[config.mk]
export PLATFORM = sky130hd
export DESIGN_NAME = ratiometric_adc_averager
export DESIGN_NICKNAME = d
export VERILOG_FILES = /design/src/sv/rada_pkg.sv /design/src/sv/rada_fifo.sv /design/src/sv/rada_front.sv /design/src/sv/rada_back.sv /design/src/sv/ratiometric_adc_averager.sv
export SDC_FILE = /design/constraint.sdc
export NUM_CORES = 1
export LEC_CHECK = 0
export BUFFER_PORTS_ARGS = -buffer_cell sky130_fd_sc_hd__buf_2
export CAP_MARGIN = 20
export CORE_UTILIZATION = 56
export CTS_CLUSTER_DIAMETER = 80
export DETAILED_ROUTE_END_ITERATION = 8
export HOLD_SLACK_MARGIN = 0.08
export PLACE_DENSITY_LB_ADDON = 0.08
export SETUP_SLACK_MARGIN = 0.05
export SYNTH_ARGS = -nofsm -noshare
export SYNTH_HDL_FRONTEND = slang
export SYNTH_SLANG_ARGS = --single-unit
[constraint.sdc]
create_clock -name aclk -period 7.3 [get_ports aclk]
set_input_delay 0.73 -clock aclk [delete_from_list [all_inputs] [get_ports aclk]]
set_output_delay 0.73 -clock aclk [all_outputs]
set_load 0.1 [all_outputs]
[src/sv/rada_pkg.sv]
// Shared constants, codes and types for the ratiometric ADC averager.
package rada_pkg;

    localparam int ADC_BITS_DEF    = 12;
    localparam int MAX_SAMPLES_DEF = 32;

    localparam int SAMPLE_W = 12;
    localparam int VALUE_W  = 16;
    localparam int KIND_W   = 2;
    localparam int CFG_AW   = 4;
    localparam int CFG_DW   = 32;

    localparam logic [KIND_W-1:0] KIND_IDLE   = 2'd0;
    localparam logic [KIND_W-1:0] KIND_LOADED = 2'd1;
    localparam logic [KIND_W-1:0] KIND_OUTPUT = 2'd2;

    localparam logic [1:0] REG_DISCARD   = 2'd0;
    localparam logic [1:0] REG_SAMPLES   = 2'd1;
    localparam logic [1:0] REG_REFERENCE = 2'd2;
    localparam logic [1:0] REG_SCALE     = 2'd3;

    localparam logic [3:0] DISCARD_RST   = 4'd4;
    localparam logic [5:0] SAMPLES_RST   = 6'd18;
    localparam logic [7:0] REFERENCE_RST = 8'd120;
    localparam logic [7:0] SCALE_RST     = 8'd144;

    localparam logic [VALUE_W-1:0] VALUE_SAT = 16'hFFFF;

    typedef struct packed {
        logic [KIND_W-1:0] kind;
        logic              chan;
    } job_ctl_t;

    typedef enum logic [2:0] {
        BK_IDLE,
        BK_MUL,
        BK_CHECK,
        BK_DIV,
        BK_DONE
    } back_state_t;

endpackage

[src/sv/rada_fifo.sv]
// Two-entry job queue between the window accumulator and the divider.
module rada_fifo
    import rada_pkg::*;
#(
    parameter int WIDTH = 8
) (
    input  logic             aclk,
    input  logic             aresetn,
    input  logic             push,
    input  logic [WIDTH-1:0] wdata,
    output logic             full,
    input  logic             pop,
    output logic [WIDTH-1:0] rdata,
    output logic             empty
);

    logic [WIDTH-1:0] mem_reg [2];
    logic             wr_ptr_reg;
    logic             rd_ptr_reg;
    logic [1:0]       fill_reg;

    assign full  = (fill_reg == 2'd2);
    assign empty = (fill_reg == 2'd0);
    assign rdata = mem_reg[rd_ptr_reg];

    always_ff @(posedge aclk) begin
        if (push) begin
            mem_reg[wr_ptr_reg] <= wdata;
        end
    end

    always_ff @(posedge aclk) begin
        if (!aresetn) begin
            wr_ptr_reg <= 1'b0;
            rd_ptr_reg <= 1'b0;
            fill_reg   <= 2'd0;
        end else begin
            if (push) begin
                wr_ptr_reg <= ~wr_ptr_reg;
            end
            if (pop) begin
                rd_ptr_reg <= ~rd_ptr_reg;
            end
            if (push && !pop) begin
                fill_reg <= fill_reg + 2'd1;
            end else if (pop && !push) begin
                fill_reg <= fill_reg - 2'd1;
            end
        end
    end

    a_push_fills: assert property (@(posedge aclk) disable iff (!aresetn)
        (push && !pop) |=> !empty)
        else $error("queue empty after push");

endmodule

[src/sv/rada_front.sv]
// Window accumulator: skips, sums, tracks phase and load, issues divide jobs.
module rada_front
    import rada_pkg::*;
#(
    parameter int ADC_BITS    = ADC_BITS_DEF,
    parameter int MAX_SAMPLES = MAX_SAMPLES_DEF,
    localparam int CNT_W = $clog2(MAX_SAMPLES + 16),
    localparam int SUM_W = ADC_BITS + CNT_W
) (
    input  logic                aclk,
    input  logic                aresetn,
    input  logic                accept,
    input  logic [SAMPLE_W-1:0] sample,
    input  logic                load_on,
    input  logic [3:0]          discard_cfg,
    input  logic [5:0]          samples_cfg,
    input  logic [7:0]          reference_cfg,
    input  logic [7:0]          scale_cfg,
    output logic                push,
    output job_ctl_t            job_ctl,
    output logic [SUM_W-1:0]    job_op_a,
    output logic [7:0]          job_op_b,
    output logic [SUM_W-1:0]    job_den
);

    localparam int SMP_W = (ADC_BITS < SAMPLE_W) ? ADC_BITS : SAMPLE_W;

    logic [CNT_W-1:0] count_reg, count_next;
    logic [SUM_W-1:0] sum_reg, sum_next;
    logic [SUM_W-1:0] bandgap_reg, bandgap_next;
    logic             phase_reg, phase_next;
    logic             load_prev_reg, load_prev_next;

    logic [CNT_W-1:0] n_eff;
    logic [CNT_W-1:0] limit;
    logic [CNT_W-1:0] cnt_inc;
    logic [SUM_W-1:0] sum_add;
    logic             win_done;

    always_comb begin
        if (samples_cfg == 6'd0) begin
            n_eff = CNT_W'(1);
        end else if (int'(samples_cfg) > MAX_SAMPLES) begin
            n_eff = CNT_W'(MAX_SAMPLES);
        end else begin
            n_eff = CNT_W'(samples_cfg);
        end
    end

    assign limit    = CNT_W'(discard_cfg) + n_eff;
    assign cnt_inc  = count_reg + CNT_W'(1);
    assign sum_add  = (count_reg >= CNT_W'(discard_cfg))
                    ? sum_reg + SUM_W'(sample[SMP_W-1:0]) : sum_reg;
    assign win_done = (cnt_inc >= limit);

    always_comb begin
        count_next     = count_reg;
        sum_next       = sum_reg;
        bandgap_next   = bandgap_reg;
        phase_next     = phase_reg;
        load_prev_next = load_prev_reg;
        push           = 1'b0;
        job_ctl.kind   = KIND_OUTPUT;
        job_ctl.chan   = 1'b0;
        job_op_a       = sum_add;
        job_op_b       = scale_cfg;
        job_den        = bandgap_reg;
        if (!phase_reg) begin
            job_ctl.kind = load_prev_reg ? KIND_LOADED : KIND_IDLE;
            job_ctl.chan = load_prev_reg;
            job_op_a     = SUM_W'(n_eff);
            job_op_b     = reference_cfg;
            job_den      = sum_add;
        end
        if (accept) begin
            if (load_on != load_prev_reg) begin
                load_prev_next = load_on;
                count_next     = '0;
                sum_next       = '0;
                phase_next     = 1'b0;
            end else if (!win_done) begin
                count_next = cnt_inc;
                sum_next   = sum_add;
            end else begin
                push       = 1'b1;
                count_next = '0;
                sum_next   = '0;
                phase_next = job_ctl.chan;
                if (!phase_reg) begin
                    bandgap_next = sum_add;
                end
            end
        end
    end

    always_ff @(posedge aclk) begin
        if (!aresetn) begin
            count_reg     <= '0;
            sum_reg       <= '0;
            bandgap_reg   <= '0;
            phase_reg     <= 1'b0;
            load_prev_reg <= 1'b0;
        end else begin
            count_reg     <= count_next;
            sum_reg       <= sum_next;
            bandgap_reg   <= bandgap_next;
            phase_reg     <= phase_next;
            load_prev_reg <= load_prev_next;
        end
    end

endmodule

[src/sv/rada_back.sv]
// Divide engine: one multiply, saturation check, 16-step restoring divide.
module rada_back
    import rada_pkg::*;
#(
    parameter int ADC_BITS    = ADC_BITS_DEF,
    parameter int MAX_SAMPLES = MAX_SAMPLES_DEF,
    localparam int CNT_W = $clog2(MAX_SAMPLES + 16),
    localparam int SUM_W = ADC_BITS + CNT_W
) (
    input  logic               aclk,
    input  logic               aresetn,
    input  logic               job_valid,
    input  job_ctl_t           job_ctl,
    input  logic [SUM_W-1:0]   job_op_a,
    input  logic [7:0]         job_op_b,
    input  logic [SUM_W-1:0]   job_den,
    output logic               pop,
    output logic               out_valid,
    input  logic               out_ready,
    output logic [KIND_W-1:0]  out_kind,
    output logic [VALUE_W-1:0] out_value,
    output logic               out_chan
);

    localparam int NUM_W = SUM_W + 8;
    localparam int DSH_W = SUM_W + VALUE_W;
    localparam int STEP_W = $clog2(VALUE_W);

    back_state_t        state_reg, state_next;
    job_ctl_t           ctl_reg;
    logic [SUM_W-1:0]   op_a_reg;
    logic [7:0]         op_b_reg;
    logic [SUM_W-1:0]   den_reg;
    logic [NUM_W-1:0]   num_reg;
    logic [DSH_W-1:0]   rem_reg;
    logic [DSH_W-1:0]   dsh_reg;
    logic [VALUE_W-1:0] quo_reg;
    logic               sat_reg;
    logic [STEP_W-1:0]  step_reg;
    logic               out_valid_reg;
    logic [KIND_W-1:0]  out_kind_reg;
    logic [VALUE_W-1:0] out_value_reg;
    logic               out_chan_reg;

    logic [NUM_W-1:0]   prod;
    logic               out_free;
    logic               out_load;
    logic               rem_ge;

    assign prod     = NUM_W'(op_a_reg) * NUM_W'(op_b_reg);
    assign out_free = !out_valid_reg || out_ready;
    assign rem_ge   = (rem_reg >= dsh_reg);

    always_comb begin
        state_next = state_reg;
        unique case (state_reg)
            BK_IDLE:  if (job_valid) state_next = BK_MUL;
            BK_MUL:   state_next = BK_CHECK;
            BK_CHECK: state_next = BK_DIV;
            BK_DIV:   if (step_reg == '0) state_next = BK_DONE;
            BK_DONE:  if (out_free) state_next = BK_IDLE;
            default:  state_next = BK_IDLE;
        endcase
    end

    always_comb begin
        pop      = (state_reg == BK_IDLE) && job_valid;
        out_load = (state_reg == BK_DONE) && out_free;
    end

    always_ff @(posedge aclk) begin
        if (!aresetn) begin
            state_reg     <= BK_IDLE;
            out_valid_reg <= 1'b0;
        end else begin
            state_reg <= state_next;
            if (out_load) begin
                out_valid_reg <= 1'b1;
            end else if (out_ready) begin
                out_valid_reg <= 1'b0;
            end
        end
    end

    always_ff @(posedge aclk) begin
        if (pop) begin
            ctl_reg  <= job_ctl;
            op_a_reg <= job_op_a;
            op_b_reg <= job_op_b;
            den_reg  <= job_den;
        end
        if (state_reg == BK_MUL) begin
            num_reg <= (ctl_reg.kind == KIND_OUTPUT) ? prod : (prod << ADC_BITS);
        end
        if (state_reg == BK_CHECK) begin
            sat_reg  <= (den_reg == '0) || (DSH_W'(num_reg) >= {den_reg, VALUE_W'(0)});
            rem_reg  <= DSH_W'(num_reg);
            dsh_reg  <= DSH_W'({den_reg, VALUE_W'(0)} >> 1);
            quo_reg  <= '0;
            step_reg <= STEP_W'(VALUE_W - 1);
        end
        if (state_reg == BK_DIV) begin
            if (rem_ge) begin
                rem_reg <= rem_reg - dsh_reg;
            end
            quo_reg  <= {quo_reg[VALUE_W-2:0], rem_ge};
            dsh_reg  <= dsh_reg >> 1;
            step_reg <= step_reg - STEP_W'(1);
        end
        if (out_load) begin
            out_kind_reg  <= ctl_reg.kind;
            out_value_reg <= sat_reg ? VALUE_SAT : quo_reg;
            out_chan_reg  <= ctl_reg.chan;
        end
    end

    assign out_valid = out_valid_reg;
    assign out_kind  = out_kind_reg;
    assign out_value = out_value_reg;
    assign out_chan  = out_chan_reg;

    a_pop_starts: assert property (@(posedge aclk) disable iff (!aresetn)
        (state_reg == BK_IDLE && job_valid) |=> (state_reg == BK_MUL))
        else $error("job popped without starting multiply");

    a_div_ends: assert property (@(posedge aclk) disable iff (!aresetn)
        (state_reg == BK_DIV && step_reg == '0) |=> (state_reg == BK_DONE))
        else $error("divide did not finish after last step");

    a_out_loaded: assert property (@(posedge aclk) disable iff (!aresetn)
        out_load |=> (out_valid_reg && out_kind_reg == $past(ctl_reg.kind)))
        else $error("result not presented after divide");

endmodule

[src/sv/ratiometric_adc_averager.sv]
// Top level of the ratiometric ADC averager: register port, accumulator, queue, divider.
//
//  port group  dir  transfer when             contents
//  s_*         in   s_tvalid & s_tready       ADC sample and load flag
//  m_*         out  m_tvalid & m_tready       supply or output voltage
//  APB         in   psel&penable&pwrite       four setup registers
//
//  A sample is accepted whenever the job queue has room.
//  Each finished window takes the divider through pop, multiply,
//  saturation check, 16 restoring steps and result load.
//  With windows of one sample the input is paced by the divider once the queue fills.
//  Reset is synchronous, active low; no clearing pass.
//  A stalled result holds the divider; the queue keeps the accumulator going.
module ratiometric_adc_averager
    import rada_pkg::*;
#(
    parameter int ADC_BITS    = ADC_BITS_DEF,
    parameter int MAX_SAMPLES = MAX_SAMPLES_DEF
) (
    input  logic              aclk,
    input  logic              aresetn,
    input  logic              s_tvalid,
    output logic              s_tready,
    input  logic [15:0]       s_tdata,   // [11:0] sample
    input  logic [0:0]        s_tuser,   // [0] load_on
    output logic              m_tvalid,
    input  logic              m_tready,
    output logic [23:0]       m_tdata,   // [15:0] value, [16] next_channel
    output logic [1:0]        m_tuser,   // [1:0] kind
    input  logic              psel,
    input  logic              penable,
    input  logic              pwrite,
    input  logic [CFG_AW-1:0] paddr,
    input  logic [CFG_DW-1:0] pwdata,
    output logic [CFG_DW-1:0] prdata,
    output logic              pready
);

    localparam int CNT_W = $clog2(MAX_SAMPLES + 16);
    localparam int SUM_W = ADC_BITS + CNT_W;
    localparam int JOB_W = $bits(job_ctl_t) + SUM_W + 8 + SUM_W;

    logic [3:0] discard_reg;
    logic [5:0] samples_reg;
    logic [7:0] reference_reg;
    logic [7:0] scale_reg;

    logic             accept;
    logic             push;
    logic             pop;
    logic             q_full;
    logic             q_empty;
    job_ctl_t         f_ctl, b_ctl;
    logic [SUM_W-1:0] f_op_a, b_op_a;
    logic [7:0]       f_op_b, b_op_b;
    logic [SUM_W-1:0] f_den, b_den;
    logic [JOB_W-1:0] q_rdata;

    logic [KIND_W-1:0]  out_kind;
    logic [VALUE_W-1:0] out_value;
    logic               out_chan;

    assign pready   = 1'b1;
    assign s_tready = !q_full;
    assign accept   = s_tvalid && s_tready;

    always_ff @(posedge aclk) begin
        if (!aresetn) begin
            discard_reg   <= DISCARD_RST;
            samples_reg   <= SAMPLES_RST;
            reference_reg <= REFERENCE_RST;
            scale_reg     <= SCALE_RST;
        end else if (psel && penable && pwrite && pready) begin
            unique case (paddr[3:2])
                REG_DISCARD:   discard_reg   <= pwdata[3:0];
                REG_SAMPLES:   samples_reg   <= pwdata[5:0];
                REG_REFERENCE: reference_reg <= pwdata[7:0];
                REG_SCALE:     scale_reg     <= pwdata[7:0];
                default:       ;
            endcase
        end
    end

    always_comb begin
        unique case (paddr[3:2])
            REG_DISCARD:   prdata = CFG_DW'(discard_reg);
            REG_SAMPLES:   prdata = CFG_DW'(samples_reg);
            REG_REFERENCE: prdata = CFG_DW'(reference_reg);
            REG_SCALE:     prdata = CFG_DW'(scale_reg);
            default:       prdata = '0;
        endcase
    end

    rada_front #(
        .ADC_BITS    (ADC_BITS),
        .MAX_SAMPLES (MAX_SAMPLES)
    ) u_front (
        .aclk          (aclk),
        .aresetn       (aresetn),
        .accept        (accept),
        .sample        (s_tdata[SAMPLE_W-1:0]),
        .load_on       (s_tuser[0]),
        .discard_cfg   (discard_reg),
        .samples_cfg   (samples_reg),
        .reference_cfg (reference_reg),
        .scale_cfg     (scale_reg),
        .push          (push),
        .job_ctl       (f_ctl),
        .job_op_a      (f_op_a),
        .job_op_b      (f_op_b),
        .job_den       (f_den)
    );

    rada_fifo #(
        .WIDTH (JOB_W)
    ) u_queue (
        .aclk    (aclk),
        .aresetn (aresetn),
        .push    (push),
        .wdata   ({f_ctl, f_op_a, f_op_b, f_den}),
        .full    (q_full),
        .pop     (pop),
        .rdata   (q_rdata),
        .empty   (q_empty)
    );

    assign {b_ctl, b_op_a, b_op_b, b_den} = q_rdata;

    rada_back #(
        .ADC_BITS    (ADC_BITS),
        .MAX_SAMPLES (MAX_SAMPLES)
    ) u_back (
        .aclk      (aclk),
        .aresetn   (aresetn),
        .job_valid (!q_empty),
        .job_ctl   (b_ctl),
        .job_op_a  (b_op_a),
        .job_op_b  (b_op_b),
        .job_den   (b_den),
        .pop       (pop),
        .out_valid (m_tvalid),
        .out_ready (m_tready),
        .out_kind  (out_kind),
        .out_value (out_value),
        .out_chan  (out_chan)
    );

    assign m_tdata = {7'd0, out_chan, out_value};
    assign m_tuser = out_kind;

endmodule

==> results of run 1 <==
==> cell type report <==
type / count / area (µm²)
fillers: 3116 / 14300
multi-input cells: 1412 / 11300
flip-flops and latches: 348 / 9330
clock buffers: 50 / 1040
inverters: 193 / 724
well taps: 511 / 639
repair buffers: 75 / 462
clock inverters: 18 / 194
==> cells by family after synthesis <==
| family | synth area share, % |
|---|---|
| AND/OR/NAND/NOR | 15.2 |
| buffers and inverters | 6.02 |
| multiplexers | 7.35 |
| adder cells (fa/ha/maj) | 15.9 |
| XOR/XNOR | 3.02 |
| AO/OA/AOI/OAI | 9.65 |
| flip-flops | 42.9 |
| other | 0.0345 |
==> metal layers <==
metal,up-vias,part of all wire [%],GRT usage (%),wire length [µm]
met1,6985,46,32.0,20700
met5,-,0,0,0
met3,60,3.4,3.65,1510
met2,216,48,38.8,21500
met4,0,2.3,6.58,1020
li1,7021,-,-,-
==> worst max-delay path, delay by kind of cell, from the launching register on <==
family	cells	cell delay [ps]
fa+ha+maj	5	2230
simple gates	4	1130
compound gates	3	790
flops	1	780
xor+xnor	1	140
buf+inv	2	90
mux	1	90
==> synthesized netlist by cell type, types with 19 or more instances <==
cell type	count
a21oi_1	82
nand2_1	170
buf_4	35
and2_1	137
nor2_1	85
a21o_1	31
xor2_1	25
nor2b_1	57
and3_1	32
xnor2_1	50
mux2_2	79
o21ai_0	69
ha_1	118
clkbuf_1	59
or2_2	19
nor3_1	19
fa_1	99
dfxtp_1	112
mux2i_1	56
nand3_1	35
edfxtp_1	236
inv_1	193
==> worst paths after layout <==
check	startpoint	cells past startpoint	slack, ps	endpoint
setup / recovery	u_back.op_b_reg[6]	16	1770	u_back.num_reg[25]
hold / removal	pwdata[7]	3	410	scale_reg[7]
setup reg to reg	u_back.op_b_reg[6]	16	1770	u_back.num_reg[25]
hold reg to reg	u_back.rem_reg[27]	2	460	u_back.rem_reg[27]
==> stage by stage <==
stage	hold WS, ps	std cells	setup WS [ps]	cell area [µm²]	util [%]
finish	415	2607	1770	23700	62.4
CTS	389	2603	1740	23600	62.2
floorplan	424	2063	1920	21900	-
global placement	439	2535	1760	22400	58.9
detailed placement	451	2535	1770	22400	58.9
global route	413	2607	1510	23700	62.4
==> summary.txt, run 1 <==
Status
  • Status: complete, no violations

Clocking
  • Reg clk slew, reported paths: 60 ps
  • CTS tree: done
  • CTS HTree Levels: 2
  • Hold-fix buffers at CTS: 0
  • Post-CTS Setup Inserts: 0
  • CTS Buf Count: 37
  • Root buffer cell: clkbuf_16
  • Worst-Skew Late Latency: 550 ps
  • # clock sinks: 348
  • Max clock buf depth: 3
  • Post_cts resized: 0

Yosys
  • Mean Syn Cell Area: 10.7 µm²
  • Post-synth EDFFs: 236
  • Sequential share of the synthesized area: 42.9%
  • Syn Inst Count: 2033
  • Top cells by area, synth: edfxtp_1, dfxtp_1, fa_1
  • Netlist cell types: 78
  • #FFs+latches synth: 348
  • Synth area leader: edfxtp_1
  • Area of the mapped netlist: 21800 µm²
  • Area share of the largest cell type after synthesis: 32.6%
  • Post-synth ARST share: 0%
  • Ys flop type: edfxtp_1
  • Synth Warn #: 0

Die
  • Die area: 39700 µm²
  • Core area: 37900 µm²
  • Top Ports: 121
  • Die span in x: 199 µm
  • Die height: 199 µm
  • Starting Density: 57.4%
  • # rows: 71

Layout
  • Share of cells above drive strength 1: 12.9%
  • Leading cell type in the layout, fill and taps excluded: edfxtp_1
  • Max reg flops: 92
  • Final Net Count: 2344
  • Layout area overhead: 8.69%
  • N_diodes: 0
  • Most frequent cells in the layout: edfxtp_1, inv_1, nand2_1

Place
  • DP HPWL: 32100 µm
  • Placer congestion estimate: 0.867
  • I/O Buffers: 58

Route
  • Starting DRT DRC Count: 730
  • Final ANT Viol Nets: 0
  • Post-route DRC: 0
  • Avg WL per Cell: 17.2 µm
  • DRT Pass-1 Iters: 7
  • Routed WL: 44700 µm
  • Vias per cell: 5.48
  • DR vias: 14300

Critical path
  • Crit start category: flip-flop
  • Cell mode on critical path: fa_1
  • Slowest cell on the critical path: edfxtp_1
  • Crit path max fanout: 18
  • Crit path cell chain: and2_1, fa_1, fa_1, fa_1, inv_1, fa_1, inv_1, ha_1, or3_1, o211a_1, nor4b_2, nor3_1, o31ai_2, o21ai_1, xnor2_1, mux2i_1
  • Worst EP arrival: 5820 ps
  • Critical path endpoint category: flip-flop
  • Worst EP required: 7580 ps
  • Crit-path max cell delay: 780 ps
  • Crit Path Category: reg -> reg

Global routing
  • Initial antenna violation count: 0
  • Vias in the first global route: 14000
  • Gr usage total: 23.5%
  • Pin count of the biggest net entering global routing: 85
  • GRT overflow: 0
  • First-pass GRT wire length: 73300 µm

STA
  • RSZ-0062 raised after global routing: no
  • Final setup TNS: 0 ps
  • Max Fclk: 181 MHz
  • Slew HR: 29.9%
  • Final min period: 5530 ps
  • Final Hold Vio Count: 0
  • Final setup fails: 0
  • Slew Viols, Final: 0
  • Worst-margin pin slew: 1050 ps
  • Post-route clock period utilization: 75.8%
  • Layout Skew: 20.3 ps

Min path
  • Hold WC Path Type: in -> reg

Flow run
  • Maxcap violations: 0
Power of run 1 is left out: the tool's default activity adds up to more than one toggle a clock period on the data nets, which glitch-free logic cannot reach.
==> run 2, diff against run 1 <==
--- a/config.mk
+++ b/config.mk
@@ -7,7 +7,7 @@
 export LEC_CHECK = 0
 export BUFFER_PORTS_ARGS = -buffer_cell sky130_fd_sc_hd__buf_2
 export CAP_MARGIN = 20
-export CORE_UTILIZATION = 56
+export CORE_UTILIZATION = 62
 export CTS_CLUSTER_DIAMETER = 80
 export DETAILED_ROUTE_END_ITERATION = 8
 export HOLD_SLACK_MARGIN = 0.08
==> constraint.sdc (replaced) <==
create_clock -name aclk -period 5.17 [get_ports aclk]
set_input_delay 0.517 -clock aclk [delete_from_list [all_inputs] [get_ports aclk]]
set_output_delay 0.517 -clock aclk [all_outputs]
set_load 0.1 [all_outputs]
==> run 2 against run 1 <==
  * Die area is 9.6% lower
  * Clock skew decreased by 0.94 ps
  * Wire length up 1.4%
  * Critical path depth rose by 4
  * Global-route usage grew 2.2 points
  * Maximum frequency is 11% higher
  * Cell area up 2.9%
  * Utilization rose by 8.1 points
  * Worst hold slack worse by 210 ps
==> summary.txt, run 2 (synthesis gave the netlist of run 1 again) <==
Status
  • Status: complete, no violations

Global routing
  • Met2 GRT Util: 43.2% (+4.4 points)
  • Gr usage total: 25.6% (+2.2 points)
  • GRT Max-Usage Layer: met2
  • Met3 GRT Util: 4.30% (+0.65 points)
  • Pin count of the biggest net entering global routing: 84 (-1.2%)
  • Initial antenna violation count: 0 (unchanged)
  • First-pass GRT wire length: 72900 µm (-0.50%)
  • Vias in the first global route: 14300 (+2.1%)
  • GRT overflow: 0 (unchanged)
  • Routing usage on met1: 33.8% (+1.8 points)

Place
  • DP Area: 22600 µm² (+1.1%)
  • Placer congestion estimate: 0.867 (about the same)
  • DP HPWL: 33100 µm (+3.2%)
  • I/O Buffers: 58 (unchanged)

STA
  • Layout Skew: 19.3 ps (-0.936 ps)
  • Max Fclk: 201 MHz (+11%)
  • Final min period: 4980 ps (-552 ps)
  • Post-route clock period utilization: 96.4% (+21 points)
  • Final setup fails: 0 (unchanged)
  • RSZ-0062 raised after global routing: no
  • Final Hold Vio Count: 0 (unchanged)
  • Slew HR: 28.7% (-1.2 points)
  • Slew Viols, Final: 0 (unchanged)
  • Worst-margin pin slew: 1060 ps (+12.0 ps)

Route
  • Post-route DRC: 0 (unchanged)
  • DR vias: 14700 (+2.9%)
  • Routed WL: 45400 µm (+1.4%)
  • Final ANT Viol Nets: 0 (unchanged)
  • Avg WL per Cell: 17.4 µm (+1.2%)
  • Vias per cell: 5.63 (+2.7%)
  • Starting DRT DRC Count: 817 (+12%)
  • DRT Pass-1 Iters: 5 (-2)

Die
  • Core area: 34500 µm² (-8.9%)
  • Die height: 189 µm (-4.9%)
  • Die area: 35900 µm² (-9.6%)
  • Starting Density: 63.0% (+5.6 points)
  • Die span in x: 189 µm (-4.9%)
  • # rows: 68 (-4.2%)
  • Top Ports: 121 (unchanged)

Flow run
  • Maxcap violations: 0 (unchanged)

Critical path
  • Crit start category: flip-flop
  • Worst EP required: 5440 ps (-2140 ps)
  • Critical path endpoint category: flip-flop
  • Crit Path Category: reg -> reg
  • Worst EP arrival: 5250 ps (-570 ps)
  • Crit path max fanout: 4 (-14)

Layout
  • Leading cell type in the layout, fill and taps excluded: edfxtp_1
  • Final Net Count: 2405 (+2.6%)
  • Max reg flops: 92 (unchanged)
  • Layout area overhead: 11.8%
  • Design area: 24300 µm² (+2.9%)
  • Most frequent cells in the layout: edfxtp_1, inv_1, nand2_1
  • Share of cells above drive strength 1: 16.8% (+3.9 points)

Clocking
  • Hold-fix buffers at CTS: 0 (unchanged)
  • Worst-Skew Late Latency: 550 ps (about the same)
  • Max clock buf depth: 3 (unchanged)
  • Reg clk slew, reported paths: 60 ps (about the same)
  • CTS HTree Levels: 2 (unchanged)
  • CTS tree: done
  • # clock sinks: 348 (unchanged)
  • CTS Buf Count: 38 (+2.7%)
  • Root buffer cell: clkbuf_16

Min path
  • Hold WC Path Type: in -> reg
[run 2: cell types whose count changed in the layout (fill, tap and decap cells not counted), sizes merged]
cell,previous run,this run
bufinv,4,7
clkinvlp,2,1
diode,0,1
clkinv,11,5
buf,75,135
clkbuf,50,54
[run 2: worst paths after layout]
path                         to  cells after the start  slack, ps          startpoint
max          u_back.num_reg[24]                     20        190  u_back.op_b_reg[5]
min            reference_reg[6]                      3        210           pwdata[6]
max reg2reg  u_back.num_reg[24]                     20        190  u_back.op_b_reg[5]
min reg2reg  u_back.rem_reg[27]                      2        460  u_back.rem_reg[27]
[run 2: stage by stage]
step	hold slack, ps	std cells	util [%]	setup slack, ps	setup TNS [ps]
2_1_floorplan	424	2063	-	162	0
3_3_place_gp	440	2520	65.4	38.4	0
3_5_place_dp	452	2520	65.4	-64.9	-198
4_1_cts	175	2594	69.6	50.4	0
5_1_grt	198	2611	70.5	18.1	0
6_report	206	2612	70.5	187	0
[run 2: worst max-delay path, cell delays in order (launching register included)]
cell and delay [ps]:
edfxtp_1 410, buf_4 170, buf_4 130, and2_1 140, fa_1 490, fa_1 450
fa_1 560, inv_1 60, fa_1 520, inv_1 60, ha_4 260, a21o_1 170
buf_4 140, a21oi_1 140, o21ai_1 70, a21oi_1 180, o41ai_2 110, a21o_1 200
o211ai_1 210, xor2_1 160, o21ai_1 70
[run 2: repair_timing]
action / in CTS / in global routing
pin swaps: 5 / 39
gates resized for setup: 2 / 44
setup buffers: 6 / 16
endpoints found under the setup margin: 6 / 12
[run 2: final cells by class]
cell class | instances | area (µm²)
antenna | 1 | 2.50
clock buffer | 54 | 1130
clock inverter | 14 | 253
fill | 2623 | 10200
inverter | 193 | 724
multi-input combinational | 1412 | 11400
sequential | 348 | 9330
tap | 455 | 569
timing repair buffer | 135 | 930
[run 2: routing by layer]
layer | wire (µm) | part of all wire (%)
met5 | 0 | 0
met4 | 1290 | 2.8
met3 | 1780 | 3.9
met2 | 22100 | 49
met1 | 20200 | 45
Power of run 2 is left out for the same reason.
==> run 3, diff against run 2 <==
--- a/config.mk
+++ b/config.mk
@@ -12,6 +12,7 @@
 export DETAILED_ROUTE_END_ITERATION = 8
 export HOLD_SLACK_MARGIN = 0.08
 export PLACE_DENSITY_LB_ADDON = 0.08
+export REMOVE_ABC_BUFFERS = 1
 export SETUP_SLACK_MARGIN = 0.05
 export SYNTH_ARGS = -nofsm -noshare
 export SYNTH_HDL_FRONTEND = slang
==> run 3 against run 2 <==
  * Global-route usage fell by 1.4 points
  * Clock skew is 5.6 ps higher
  * Critical path depth unchanged
  * Cell area decreased by 0.27%
  * Worst hold slack about the same
  * Critical path type unchanged
  * Critical endpoint unchanged
==> summary.txt, run 3 (synthesis gave the netlist of run 1 again) <==
Status
  • Status: complete, no violations

Route
  • Top layer reached by signal wires: met4
  • Met2 routed WL: 21300 µm (-3.8%)
  • Final ANT Viol Nets: 0 (unchanged)
  • Avg WL per Cell: 16.4 µm (-5.6%)
  • DRT Pass-1 Iters: 5 (unchanged)
  • DR vias: 14500 (-1.4%)
  • Metal1 wirelength: 19100 µm (-5.4%)
  • Vias per cell: 5.54 (-1.5%)
  • Starting DRT DRC Count: 676 (-17%)
  • Post-route DRC: 0 (unchanged)
  • Routed WL: 42800 µm (-5.6%)
  • WL met3: 1580 µm (-11%)

Die
  • Top Ports: 121 (unchanged)
  • Die area: 35900 µm² (unchanged)
  • Die span in x: 189 µm (unchanged)
  • Die height: 189 µm (unchanged)
  • Starting Density: 63.0% (unchanged)
  • # rows: 68 (unchanged)
  • Core area: 34500 µm² (unchanged)

Global routing
  • Pin count of the biggest net entering global routing: 84 (unchanged)
  • GRT overflow: 0 (unchanged)
  • Gr usage total: 24.3% (-1.4 points)
  • First-pass GRT wire length: 70500 µm (-3.2%)
  • Vias in the first global route: 14300 (+0.035%)
  • Initial antenna violation count: 0 (unchanged)

Place
  • I/O Buffers: 58 (unchanged)
  • DP HPWL: 31600 µm (-4.6%)
  • Placer congestion estimate: 0.906 (+4.4%)

Layout
  • N_diodes: 0 (-1)
  • Share of cells above drive strength 1: 17.2% (+0.45 points)
  • Sequential Area: 9330 µm² (unchanged)
  • Multi-input gate area: 11400 µm² (+0.26%)
  • Most frequent cells in the layout: edfxtp_1, inv_1, nand2_1
  • Leading cell type in the layout, fill and taps excluded: edfxtp_1
  • Layout area overhead: 11.5%
  • Max reg flops: 92 (unchanged)
  • Final Net Count: 2405 (unchanged)
  • Fillcell total: 2574 (-1.9%)

Critical path
  • Critical path endpoint category: flip-flop
  • Worst EP required: 5430 ps (about the same)
  • Worst r2r path cells: 20 (unchanged)
  • Crit start category: flip-flop
  • Worst EP arrival: 5210 ps (-40 ps)
  • Crit Path Category: reg -> reg
  • Crit path max fanout: 5 (+1)

Clocking
  • Worst-Skew Late Latency: 550 ps (about the same)
  • CTS tree: done
  • Root buffer cell: clkbuf_16
  • # clock sinks: 348 (unchanged)
  • Reg clk slew, reported paths: 60 ps (about the same)
  • CTS HTree Levels: 2 (unchanged)
  • Max clock buf depth: 3 (unchanged)
  • CTS Buf Count: 38 (unchanged)
  • Hold-fix buffers at CTS: 0 (unchanged)

Min path
  • Hold depth: 3 (unchanged)
  • Hold WC Path Type: in -> reg

STA
  • Slew Viols, Final: 0 (unchanged)
  • Max Fclk: 202 MHz (+0.77%)
  • Final setup fails: 0 (unchanged)
  • Post-route clock period utilization: 95.6% (-0.73 points)
  • Slew HR: 28.1% (-0.63 points)
  • Final Hold Slack: 206 ps (-0.441 ps)
  • Final min period: 4940 ps (-38.0 ps)
  • Final Hold Vio Count: 0 (unchanged)
  • Layout Skew: 24.9 ps (+5.61 ps)
  • Worst-margin pin slew: 1080 ps (+15.1 ps)

Flow run
  • Maxcap violations: 0 (unchanged)
[run 3: through the flow]
step / setup slack [ps] / instance area, µm² / TNS (ps) / utilization, % / std cells
floorplan: -2190 / 21300 / -122670 / - / 1953
global placement: -5.37 / 22600 / -5.37 / 65.5 / 2522
detailed placement: -40.2 / 22600 / -91.2 / 65.5 / 2522
CTS: 86.4 / 23900 / 0 / 69.3 / 2596
global route: -5.11 / 24300 / -8.51 / 70.3 / 2613
finish: 225 / 24300 / 0 / 70.3 / 2613
[run 3: cell type report]
| type | count | share of cell area, % |
|---|---|---|
| Inverter | 193 | 2.98 |
| Sequential cell | 348 | 38.4 |
| Tap cell | 455 | 2.35 |
| Timing Repair Buffer | 135 | 3.79 |
| Clock buffer | 49 | 4.25 |
| Multi-Input combinational cell | 1412 | 47.1 |
| Clock inverter | 21 | 1.08 |
[run 3: path summary, 6_finish.rpt]
path / from / end / slack, ps
hold / removal: pwdata[7] / scale_reg[7] / 210
hold reg to reg: u_back.rem_reg[30] / u_back.rem_reg[30] / 460
setup reg to reg: u_back.op_b_reg[2] / u_back.num_reg[24] / 230
setup / recovery: u_back.op_b_reg[2] / u_back.num_reg[24] / 230
[run 3: what timing repair did]
action,4_1_cts,5_1_grt
setup buffers,4,15
endpoints found under the setup margin,5,10
pin swaps,2,56
gates resized for setup,2,51
cloned,0,0
[run 3: critical path: stages, from the launching register on]
cell and delay [ps]:
edfxtp_1 360, buf_6 130, buf_4 100, nand2_2 60, fa_1 570, inv_2 50
fa_2 460, fa_1 530, inv_2 40, fa_1 470, inv_1 40, ha_2 170
or3_4 390, buf_6 130, o21a_1 190, a41oi_2 260, o41ai_2 90, a21o_1 190
o211ai_1 200, xor2_1 170, o21ai_1 70
[run 3: metal layers]
layer / global-route usage [%] / up-vias
met4: 7.38 / 0
met1: 31.6 / 6998
met3: 2.98 / 68
li1: - / 7132
met2: 42.3 / 289
met5: 0 / -
Power of run 3 is left out for the same reason.
